<file path="src/sv/lpd_pkg.sv">
`timescale 1ns / 1ps
`default_nettype none

package lpd_pkg;

    // Byte and length widths of the framing format, and the APB data and address widths.
    localparam int BYTE_W   = 8;
    localparam int LEN_W    = 16;
    localparam int APB_DW   = 32;
    localparam int APB_AW   = 3;

    // Reset value of the maximum payload length register.
    localparam logic [LEN_W-1:0] MAX_LENGTH_RESET = LEN_W'(1024);

    // Register indexes, taken from the word address.
    localparam logic REG_MAX_LENGTH = 1'b0;

    // Result kinds.
    localparam logic KIND_PAYLOAD = 1'b0;
    localparam logic KIND_DESYNC  = 1'b1;

    // Parser phase.
    typedef enum logic [1:0] {
        PH_LOW     = 2'd0,
        PH_HIGH    = 2'd1,
        PH_PAYLOAD = 2'd2
    } t_phase;

    // One result from the parser, with its presence flag.
    typedef struct packed {
        logic              valid;
        logic              kind;
        logic [BYTE_W-1:0] payload_byte;
        logic              is_last;
        logic [LEN_W-1:0]  bad_length;
    } t_result;

endpackage

`default_nettype wire

</file>
<file path="src/sv/lpd_if.sv">
`timescale 1ns / 1ps
`default_nettype none

// Received byte stream.
interface lpd_in_if;
    logic                      valid;
    logic                      ready;
    logic [lpd_pkg::BYTE_W-1:0] rx_byte;

    modport source (output valid, output rx_byte, input ready);
    modport sink   (input valid, input rx_byte, output ready);
endinterface

// Deframed result stream.
interface lpd_out_if;
    logic                       valid;
    logic                       ready;
    logic                       kind;
    logic [lpd_pkg::BYTE_W-1:0] payload_byte;
    logic                       is_last;
    logic [lpd_pkg::LEN_W-1:0]  bad_length;

    modport source (output valid, output kind, output payload_byte, output is_last,
                    output bad_length, input ready);
    modport sink   (input valid, input kind, input payload_byte, input is_last,
                    input bad_length, output ready);
endinterface

`default_nettype wire

</file>
<file path="src/sv/length_prefix_deframer.sv">
`timescale 1ns / 1ps
`default_nettype none

// Channel   Direction  Beat contents
// i_rx      in         rx_byte
// o_pkt     out        kind, payload_byte, is_last, bad_length
// APB       in/out     max_length at byte address 0
//
// One byte is accepted every cycle while o_pkt is not stalled; each beat passes
// through the input register and then the result register before its result shows.
// Length bytes that start a packet give no result beat.
// Synchronous active-low reset clears the parser to wait for a low length byte.
// A stall on o_pkt holds the result; a byte is still taken into an empty input
// register, and i_rx.ready drops once the input register holds a byte.
module length_prefix_deframer (
    input  wire logic                       i_clk,
    input  wire logic                       i_rst_n,
    lpd_in_if.sink                          i_rx,
    lpd_out_if.source                       o_pkt,
    input  wire logic                       i_psel,
    input  wire logic                       i_penable,
    input  wire logic                       i_pwrite,
    input  wire logic [lpd_pkg::APB_AW-1:0] i_paddr,
    input  wire logic [lpd_pkg::APB_DW-1:0] i_pwdata,
    output logic      [lpd_pkg::APB_DW-1:0] o_prdata,
    output logic                            o_pready
);
    import lpd_pkg::*;

    logic              r_in_valid;
    logic [BYTE_W-1:0] r_in_byte;
    logic              r_out_valid;
    t_result           r_out;
    t_result           w_result;
    logic [LEN_W-1:0]  w_max_length;
    logic              w_step;

    lpd_regs u_regs (
        .i_clk        (i_clk),
        .i_rst_n      (i_rst_n),
        .i_psel       (i_psel),
        .i_penable    (i_penable),
        .i_pwrite     (i_pwrite),
        .i_paddr      (i_paddr),
        .i_pwdata     (i_pwdata),
        .o_prdata     (o_prdata),
        .o_pready     (o_pready),
        .o_max_length (w_max_length)
    );

    lpd_parse u_parse (
        .i_clk        (i_clk),
        .i_rst_n      (i_rst_n),
        .i_step       (w_step),
        .i_byte       (r_in_byte),
        .i_max_length (w_max_length),
        .o_result     (w_result)
    );

    // The held byte moves on when the result register is free or being drained.
    assign w_step     = r_in_valid && (!r_out_valid || o_pkt.ready);
    assign i_rx.ready = !r_in_valid || w_step;

    // Input register.
    always_ff @(posedge i_clk) begin
        if (!i_rst_n) begin
            r_in_valid <= 1'b0;
        end else if (i_rx.ready) begin
            r_in_valid <= i_rx.valid;
        end
    end

    always_ff @(posedge i_clk) begin
        if (i_rx.valid && i_rx.ready) begin
            r_in_byte <= i_rx.rx_byte;
        end
    end

    // Result register.
    always_ff @(posedge i_clk) begin
        if (!i_rst_n) begin
            r_out_valid <= 1'b0;
        end else if (w_step) begin
            r_out_valid <= w_result.valid;
        end else if (o_pkt.ready) begin
            r_out_valid <= 1'b0;
        end
    end

    always_ff @(posedge i_clk) begin
        if (w_step) begin
            r_out <= w_result;
        end
    end

    assign o_pkt.valid        = r_out_valid;
    assign o_pkt.kind         = r_out.kind;
    assign o_pkt.payload_byte = r_out.payload_byte;
    assign o_pkt.is_last      = r_out.is_last;
    assign o_pkt.bad_length   = r_out.bad_length;

endmodule

`default_nettype wire

</file>
<file path="src/sv/lpd_regs.sv">
`timescale 1ns / 1ps
`default_nettype none

module lpd_regs (
    input  wire logic                       i_clk,
    input  wire logic                       i_rst_n,
    input  wire logic                       i_psel,
    input  wire logic                       i_penable,
    input  wire logic                       i_pwrite,
    input  wire logic [lpd_pkg::APB_AW-1:0] i_paddr,
    input  wire logic [lpd_pkg::APB_DW-1:0] i_pwdata,
    output logic      [lpd_pkg::APB_DW-1:0] o_prdata,
    output logic                            o_pready,
    output logic      [lpd_pkg::LEN_W-1:0]  o_max_length
);
    import lpd_pkg::*;

    logic             w_wr;
    logic             w_index;
    logic [LEN_W-1:0] r_max_length;

    assign w_index = i_paddr[APB_AW-1];
    assign w_wr    = i_psel && i_penable && i_pwrite;

    // Register write in the access phase.
    always_ff @(posedge i_clk) begin
        if (!i_rst_n) begin
            r_max_length <= MAX_LENGTH_RESET;
        end else if (w_wr && (w_index == REG_MAX_LENGTH)) begin
            r_max_length <= i_pwdata[LEN_W-1:0];
        end
    end

    // Read decode; unmapped addresses read as zero.
    always_comb begin
        unique case (w_index)
            REG_MAX_LENGTH: o_prdata = {{(APB_DW-LEN_W){1'b0}}, r_max_length};
            default:        o_prdata = '0;
        endcase
    end

    assign o_pready     = 1'b1;
    assign o_max_length = r_max_length;

endmodule

`default_nettype wire

</file>
<file path="src/sv/lpd_parse.sv">
`timescale 1ns / 1ps
`default_nettype none

module lpd_parse (
    input  wire logic                       i_clk,
    input  wire logic                       i_rst_n,
    input  wire logic                       i_step,
    input  wire logic [lpd_pkg::BYTE_W-1:0] i_byte,
    input  wire logic [lpd_pkg::LEN_W-1:0]  i_max_length,
    output lpd_pkg::t_result                o_result
);
    import lpd_pkg::*;

    t_phase            r_phase, n_phase;
    logic [BYTE_W-1:0] r_held, n_held;
    logic [LEN_W-1:0]  r_remaining, n_remaining;
    logic [LEN_W-1:0]  w_len;
    logic              w_bad_len;
    logic [LEN_W-1:0]  w_dec;
    logic              w_last;

    // Length assembled from the held low byte and this high byte.
    assign w_len     = {i_byte, r_held};
    assign w_bad_len = (w_len == '0) || (w_len > i_max_length);
    assign w_dec     = r_remaining - LEN_W'(1);
    assign w_last    = (w_dec == '0);

    // Next state.
    always_comb begin
        n_phase     = r_phase;
        n_held      = r_held;
        n_remaining = r_remaining;
        unique case (r_phase)
            PH_HIGH: begin
                if (w_bad_len) begin
                    // Slide by one byte: the high byte becomes the new low byte.
                    n_held = i_byte;
                end else begin
                    n_remaining = w_len;
                    n_phase     = PH_PAYLOAD;
                end
            end
            PH_PAYLOAD: begin
                n_remaining = w_dec;
                if (w_last) begin
                    n_phase = PH_LOW;
                end
            end
            default: begin
                n_held  = i_byte;
                n_phase = PH_HIGH;
            end
        endcase
    end

    // Result for the byte being processed.
    always_comb begin
        o_result = '0;
        unique case (r_phase)
            PH_HIGH: begin
                if (w_bad_len) begin
                    o_result.valid      = 1'b1;
                    o_result.kind       = KIND_DESYNC;
                    o_result.bad_length = w_len;
                end
            end
            PH_PAYLOAD: begin
                o_result.valid        = 1'b1;
                o_result.kind         = KIND_PAYLOAD;
                o_result.payload_byte = i_byte;
                o_result.is_last      = w_last;
            end
            default: begin
                o_result = '0;
            end
        endcase
    end

    // State registers advance once per processed byte.
    always_ff @(posedge i_clk) begin
        if (!i_rst_n) begin
            r_phase     <= PH_LOW;
            r_held      <= '0;
            r_remaining <= '0;
        end else if (i_step) begin
            r_phase     <= n_phase;
            r_held      <= n_held;
            r_remaining <= n_remaining;
        end
    end

endmodule

`default_nettype wire
</file>
<file path="src/flat_wrapper.sv">
// flat-port wrapper written by rule: the top's interface ports become plain ports
module length_prefix_deframer_flat import lpd_pkg::*;
  (i_clk, i_rst_n, i_psel, i_penable, i_pwrite, i_paddr, i_pwdata, o_prdata, o_pready, i_rx_valid, i_rx_rx_byte, i_rx_ready, o_pkt_valid, o_pkt_kind, o_pkt_payload_byte, o_pkt_is_last, o_pkt_bad_length, o_pkt_ready);
  lpd_in_if i_rx_i ();
  lpd_out_if o_pkt_i ();
  input  wire logic i_clk;
  input  wire logic i_rst_n;
  input  wire logic i_psel;
  input  wire logic i_penable;
  input  wire logic i_pwrite;
  input  wire logic [lpd_pkg::APB_AW-1:0] i_paddr;
  input  wire logic [lpd_pkg::APB_DW-1:0] i_pwdata;
  output logic      [lpd_pkg::APB_DW-1:0] o_prdata;
  output logic o_pready;
  input wire logic [$bits(i_rx_i.valid)-1:0] i_rx_valid;
  input wire logic [$bits(i_rx_i.rx_byte)-1:0] i_rx_rx_byte;
  output wire logic [$bits(i_rx_i.ready)-1:0] i_rx_ready;
  output wire logic [$bits(o_pkt_i.valid)-1:0] o_pkt_valid;
  output wire logic [$bits(o_pkt_i.kind)-1:0] o_pkt_kind;
  output wire logic [$bits(o_pkt_i.payload_byte)-1:0] o_pkt_payload_byte;
  output wire logic [$bits(o_pkt_i.is_last)-1:0] o_pkt_is_last;
  output wire logic [$bits(o_pkt_i.bad_length)-1:0] o_pkt_bad_length;
  input wire logic [$bits(o_pkt_i.ready)-1:0] o_pkt_ready;
  assign i_rx_i.valid = i_rx_valid;
  assign i_rx_i.rx_byte = i_rx_rx_byte;
  assign i_rx_ready = i_rx_i.ready;
  assign o_pkt_valid = o_pkt_i.valid;
  assign o_pkt_kind = o_pkt_i.kind;
  assign o_pkt_payload_byte = o_pkt_i.payload_byte;
  assign o_pkt_is_last = o_pkt_i.is_last;
  assign o_pkt_bad_length = o_pkt_i.bad_length;
  assign o_pkt_i.ready = o_pkt_ready;
  length_prefix_deframer u_core (.i_clk(i_clk), .i_rst_n(i_rst_n), .i_rx(i_rx_i), .o_pkt(o_pkt_i), .i_psel(i_psel), .i_penable(i_penable), .i_pwrite(i_pwrite), .i_paddr(i_paddr), .i_pwdata(i_pwdata), .o_prdata(o_prdata), .o_pready(o_pready));
endmodule
</file>
<file path="config.mk">
export PLATFORM = sky130hd
export DESIGN_NAME = length_prefix_deframer_flat
export DESIGN_NICKNAME = d
export VERILOG_FILES = /design/src/sv/lpd_pkg.sv /design/src/sv/lpd_if.sv /design/src/sv/length_prefix_deframer.sv /design/src/sv/lpd_regs.sv /design/src/sv/lpd_parse.sv /design/src/flat_wrapper.sv
export SDC_FILE = /design/constraint.sdc
export NUM_CORES = 1
export LEC_CHECK = 0
export ABC_AREA = 1
export BUFFER_PORTS_ARGS = -buffer_cell sky130_fd_sc_hd__buf_4
export CAP_MARGIN = 20
export CORE_MARGIN = 1.5
export CORE_UTILIZATION = 50
export CTS_CLUSTER_SIZE = 10
export DETAILED_ROUTE_END_ITERATION = 12
export GPL_ROUTABILITY_DRIVEN = 0
export PLACE_DENSITY = 0.76
export SLEW_MARGIN = 20
export SYNTH_ARGS = -nofsm -noshare
export SYNTH_HDL_FRONTEND = slang
export SYNTH_SLANG_ARGS = --single-unit
</file>
<file path="constraint.sdc">
create_clock -name i_clk -period 2.3 [get_ports i_clk]
set_input_delay 0.46 -clock i_clk [delete_from_list [all_inputs] [get_ports i_clk]]
set_output_delay 0.46 -clock i_clk [all_outputs]
set_load 0.05 [all_outputs]
</file>
**Word level (Yosys, flattened, before mapping)**

Cells that the tools add are included.

- Equality and inequality tests: 5
- Reductions and logical operators: 18
- Bitwise gates (word level): 2
- Add/subtract/negate cells: 1
- Multiplexer cells: 12
- $lt $le $gt $ge: 1

Operators with widths:

| kind | number |
|---|---|
| $logic_not 16->1 | 2 |
| $mux 16 | 2 |
| $pmux 16 s2 | 1 |
| $gt 16x16->1 | 1 |
| $pmux 8 s2 | 1 |
| $sub 16x1->16 const B | 1 |
| $reduce_and 3->1 | 3 |
| $mux 8 | 1 |
| $pmux 2 s2 | 2 |
| $mux 2 | 3 |
| $ne 2x2->1 const B | 3 |
| $logic_and 1x1->1 | 5 |
| $reduce_bool 2->1 | 2 |
| $logic_or 1x1->1 | 3 |
| $eq 2x1->1 const B | 1 |
| $eq 2x2->1 const B | 1 |
| $logic_not 1->1 | 2 |
| $mux 1 | 2 |
| $not 1->1 | 2 |
| $reduce_and 2->1 | 1 |

- Word-level logic and storage cells: 50
- Output and inout port bits: 61
- Bits of input ports: 50
- Bits in registers: 78

**Depth between registers and ports, before layout**

- Depth after elaboration: 5
- Gate-level depth with buffers: 19

**By module**

Synthesis repeated with hierarchy kept, for this count alone.

- Cells, all modules: 625
- Area total of the unflattened synthesis: 4519.3 sq um

Modules (own cells, without submodules):

| module | sequential area each (sq um) | area each (sq um) | cells an instance | times used |
|---|---|---|---|---|
| lpd_parse | 520.5 | 2348.5 | 419 | 1 |
| length_prefix_deframer | 1061.0 | 1118.6 | 47 | 1 |
| lpd_regs | 320.3 | 1052.3 | 159 | 1 |

**Least setup slack after synthesis**

Ideal clock, no wire load.

- Kind: reg2reg
- From: register u_core.r_out_valid (netlist: u_core.o_pkt.valid)
- To: register u_core.u_parse.r_remaining[15]
- Arrival time: 1.872 ns
- Path buffers: 1
- Required time: 2.187 ns
- Period minus slack after synthesis: 1.985 ns
- Path slack: 0.315 ns
- Cell stages (with the launch flop): 8
- Cells stage by stage: dfxtp_1 -> nand2_1 -> nand2_1 -> inv_1 -> nand3_1 -> buf_2 -> nor2_1 -> nor2_1

- Word-level cells in the longest chain between the ends: 4

RTL lines:

| element | RTL line | text |
|---|---|---|
| start, declared | length_prefix_deframer.sv:32 | `logic r_out_valid;` |
| start signal, assigned | length_prefix_deframer.sv:84 | `r_out_valid <= w_result.valid;` |
| $logic_not 1->1 | length_prefix_deframer.sv:61 | `assign w_step = r_in_valid && (!r_out_valid \|\| o_pkt.ready);` |
| $logic_or 1x1->1 | length_prefix_deframer.sv:61 |  |
| $logic_and 1x1->1 | length_prefix_deframer.sv:61 |  |
| net u_core.u_parse.i_step | lpd_parse.sv:7 | `input wire logic i_step,` |
| $reduce_and 3->1 (no line) | n/a |  |
| end signal, assigned | lpd_parse.sv:88 | `r_remaining <= n_remaining;` |
| end, declared | lpd_parse.sv:16 | `logic [LEN_W-1:0] r_remaining, n_remaining;` |

The timed path passes the listed nets, and every way through them passes these cells.
A chain may end at the register's enable or synchronous reset.

**Worst setup path after layout**

- From: register u_core.r_in_byte[2]
- To: register u_core.u_parse.r_remaining[5]

- Word-level cells in the longest chain between the ends: 4
- Elaborated cells on any way between the ends: 5
- Those cells by class: 1 x order compare; 1 x eq/ne; 3 x reduce/logical

RTL lines:

| element | RTL line | text |
|---|---|---|
| start, declared | length_prefix_deframer.sv:31 | `logic [BYTE_W-1:0] r_in_byte;` |
| start signal, assigned | length_prefix_deframer.sv:75 | `r_in_byte <= i_rx.rx_byte;` |
| $gt 16x16->1 or $logic_not 16->1 (tied branches) | lpd_parse.sv:24 | `assign w_bad_len = (w_len == '0) \|\| (w_len > i_max_length);` |
| $logic_or 1x1->1 (*) | lpd_parse.sv:24 |  |
| $ne 2x2->1 (no line) (*) | n/a |  |
| $reduce_and 3->1 (no line) (*) | n/a |  |

Every way passes the cells marked *; elsewhere a longest branch is shown, timed or not.

==> flow_summary_export.csv <==
group,metric,value,unit
finish,seq_area,1900,um2
sta,finalSetupViolCount,0,
clocking,root_buffer,"clkbuf_8",
placement,port_buffers,75,
clocking,clk_pin_slew,90,ps
routing,dr.pass1.iters,5,
routing,ant_nets,0,
clocking,h-tree-depth,3,
worst_setup_path,required,2560,ps
power_and_ir_drop,finalPower,3.76,mW
synth,avgSynthCellArea,7.32,um2
synth,netlist_area,4250,um2
worst_setup_path,reg2reg_depth,11,
worst_hold_path,hp-start,"i_rx_rx_byte[2]",
finish,antenna_cells,0,
routing,routed-wl-met2,4960,um
die,row_count,33,
clocking,numCtsBuffers,9,
clocking,cts_tree,"built",
synth,netlist.area_leader.share,24.0,%
die,die-area,9060,um2
sta,rsz0062_at_grt,"true",
power_and_ir_drop,leakage,2.69,nW
sta,worst-slew-pin-transition,618,ps
routing,drc,0,
routing,wirelength,10500,um
worst_setup_path,crit_fanout,7,
synth,synth-seq-cells,78,
worst_setup_path,cp.arrival,2480,ps
global_route,grt_pass1_vias,3582,
synth,post-synth-top-area-cell,"edfxtp_1",
synth,ys_seq_area_share,44.7,%
global_route,grt_start_max_net_pins,36,
global_route,antenna_found_initial,0,
die,core,8220,um2
routing,maxUsedRoutingLayer,"met4",
worst_setup_path,slowest_delay,500,ps
placement,dp_slack,124,ps
worst_setup_path,rr_endpoint,"u_core.u_parse.r_remaining[5]$_SDFFE_PN0P_",
global_route,overflow,0,
clocking,cts_buffer_depth,2,
worst_setup_path,r2r_start,"u_core.r_in_byte[2]$_DFFE_PP_",
power_and_ir_drop,power_per_cell_area,702,nW/um2
status,run_status,"complete, no violations",
sta,worst_slack,80.7,ps
routing,initialDrtViolationCount,216,
synth,synth_cell_types,27,
job,cap_viol_max_count,0,
global_route,grt_pass1_wl,16200,um
die,die_h,95.2,um
synth,yosysWarnings,0,
synth,synth_cells,581,
clocking,insertion_delay,360,ps
synth,synth.area.top_cells,"edfxtp_1, dfxtp_1, nand2_1, nor2_1, inv_1",
finish,fin_area,5350,um2
routing,vias_per_cell,5.01,
worst_setup_path,r2r_slack,80,ps
sta,post-route-period-util,96.5,%
power_and_ir_drop,ir_worst_vdd,349,uV
placement,place_area,4930,um2
sta,maxSlewHeadroom,58.8,%
finish,drive_gt1_share,21.5,%
placement,dp_hpwl,7440,um
routing,wl_met3,522,um
routing,vias,3895,
global_route,grt_usage,23.5,%
sta,hold_viol,0,
worst_setup_path,path_cells,"ha_4 > nand4_1 > nor3_2 > nand3_1 > nand2_1 > nand2_2 > nand2_4 > nand3_4 > clkbuf_16 > nor2_1 > nor2_2",
sta,fmax,0.451,GHz
die,io_pins,111,
worst_setup_path,cp_slowest_cell,"edfxtp_1",
worst_hold_path,min_delay_path_depth,1,
die,start_util,51.7,%
finish,fill_cells,698,
worst_hold_path,holdPathEnd,"u_core.r_in_byte[2]$_DFFE_PP_",
finish,syn_to_final_growth,25.8,%
sta,finalClockSkew,15.9,ps
sta,report.final.slew_viol_count,0,
routing,wire_per_inst,13.4,um
worst_hold_path,hp-class,"input pin to register",
finish,multi_input_area,1960,um2
clocking,clock_sink_count,78,
worst_setup_path,crit_path_start_kind,"register",
sta,finalCriticalPeriod,2220,ps
routing,wl_met1,4790,um
worst_setup_path,cp-end-kind,"register",
finish,finalNetCount,739,
worst_setup_path,worstSetupPathType,"register to register",
die,die_w,95.2,um
==> metal layers <==
| layer | global-route usage [%] | up-vias |
|---|---|---|
| li1 | - | 1947 |
| met1 | 29.6 | 1802 |
| met2 | 39.9 | 126 |
| met3 | 3.99 | 20 |
| met4 | 9.20 | 0 |
| met5 | 0 | - |
==> critical path: cells and delay by family (launching register included) <==
| kind | cells | cell delay (ps) |
|---|---|---|
| fa+ha+maj | 1 | 320 |
| buf+inv | 1 | 210 |
| flops | 1 | 500 |
| simple gates | 9 | 1080 |
==> power by group <==
group          internal [mW]  switching [mW]
registers               1.52          0.0537
logic                  0.314           0.623
clock network          0.715           0.533
total                   2.55            1.21
==> worst max path at each step <==
stage | from | end | cells past startpoint
after floorplan | u_core.o_pkt.valid$_SDFFE_PN0P_ | u_core.u_parse.r_remaining[15]$_SDFFE_PN0P_ | 7
after global placement | u_core.r_in_byte[3]$_DFFE_PP_ | u_core.u_parse.r_remaining[0]$_SDFFE_PN0P_ | 12
after detailed placement | u_core.r_in_byte[3]$_DFFE_PP_ | u_core.u_parse.r_remaining[12]$_SDFFE_PN0P_ | 13
after CTS | u_core.r_in_byte[3]$_DFFE_PP_ | u_core.u_parse.r_remaining[0]$_SDFFE_PN0P_ | 12
after global routing | u_core.r_in_byte[2]$_DFFE_PP_ | u_core.u_parse.r_remaining[12]$_SDFFE_PN0P_ | 11
final | u_core.r_in_byte[2]$_DFFE_PP_ | u_core.u_parse.r_remaining[5]$_SDFFE_PN0P_ | 11
==> cells in the mapped netlist <==
master / instances
nand2_1: 134
nor2_1: 112
inv_1: 85
dfxtp_1: 44
o21ai_0: 42
edfxtp_1: 34
a21oi_1: 24
ha_1: 21
buf_4: 18
nand3_1: 18
clkbuf_1: 13
buf_2: 5
nand2_2: 5
nor2_2: 5
nor4_1: 4
xor2_1: 3
conb_1: 2
nand4_1: 2
nor2_4: 2
a21o_1: 1
and3_1: 1
clkinv_1: 1
nor3_2: 1
o211ai_1: 1
o21ai_1: 1
o21ai_2: 1
xnor2_1: 1
==> cell families (layout without fill, tap and decap cells) <==
group | count (synthesis) | after routing | synth area share, %
buffers and inverters | 122 | 199 | 12.5
XOR/XNOR | 4 | 4 | 0.824
adder cells (fa/ha/maj) | 21 | 21 | 6.18
flip-flops | 78 | 78 | 44.7
other | 2 | 17 | 0.177
AND/OR/NAND/NOR | 284 | 284 | 27.1
AO/OA/AOI/OAI | 70 | 70 | 8.45
==> flip-flops by register name, summed over array words and instances (netlist names) <==
signal and count:
u_core.o_pkt.bad_length 16, u_core.o_pkt.is_last 1, u_core.o_pkt.kind 1, u_core.o_pkt.payload_byte 8, u_core.o_pkt.valid 1, u_core.r_in_byte 8, u_core.r_in_valid 1, u_core.u_parse.r_held 8
u_core.u_parse.r_phase 2, u_core.u_parse.r_remaining 16, u_core.u_regs.o_max_length 16
==> layout make-up <==
type,count,area share [%]
Multi-Input combinational cell,396,36.7
Sequential cell,78,35.6
Timing Repair Buffer,97,14.6
Inverter,86,6.04
Clock buffer,11,3.04
Tap cell,105,2.46
Clock inverter,5,1.61
==> stage by stage <==
stage	hold slack, ps	util (%)	cells	TNS, ps
2_1_floorplan	449	-	596	0
3_3_place_gp	478	60.0	757	0
3_5_place_dp	475	60.0	757	0
4_1_cts	266	63.1	773	0
5_1_grt	263	65.1	778	-919
6_report	272	65.1	778	0
==> placed cells by master, fill, tap and decap left out, types with 19 or more instances in the layout <==
cell type	instances
o21ai_0	41
inv_1	85
ha_1	19
dfxtp_1	44
buf_4	90
a21oi_1	24
nor2_1	108
nand2_1	123
edfxtp_1	34
==> timing repair <==
action	in CTS	in global routing
setup buffers	0	2
gates resized for setup	0	32
endpoints found under the setup margin	0	17
hold endpoints to repair	0	0
hold buffers	0	0
Power figures use the tool's default switching activity.
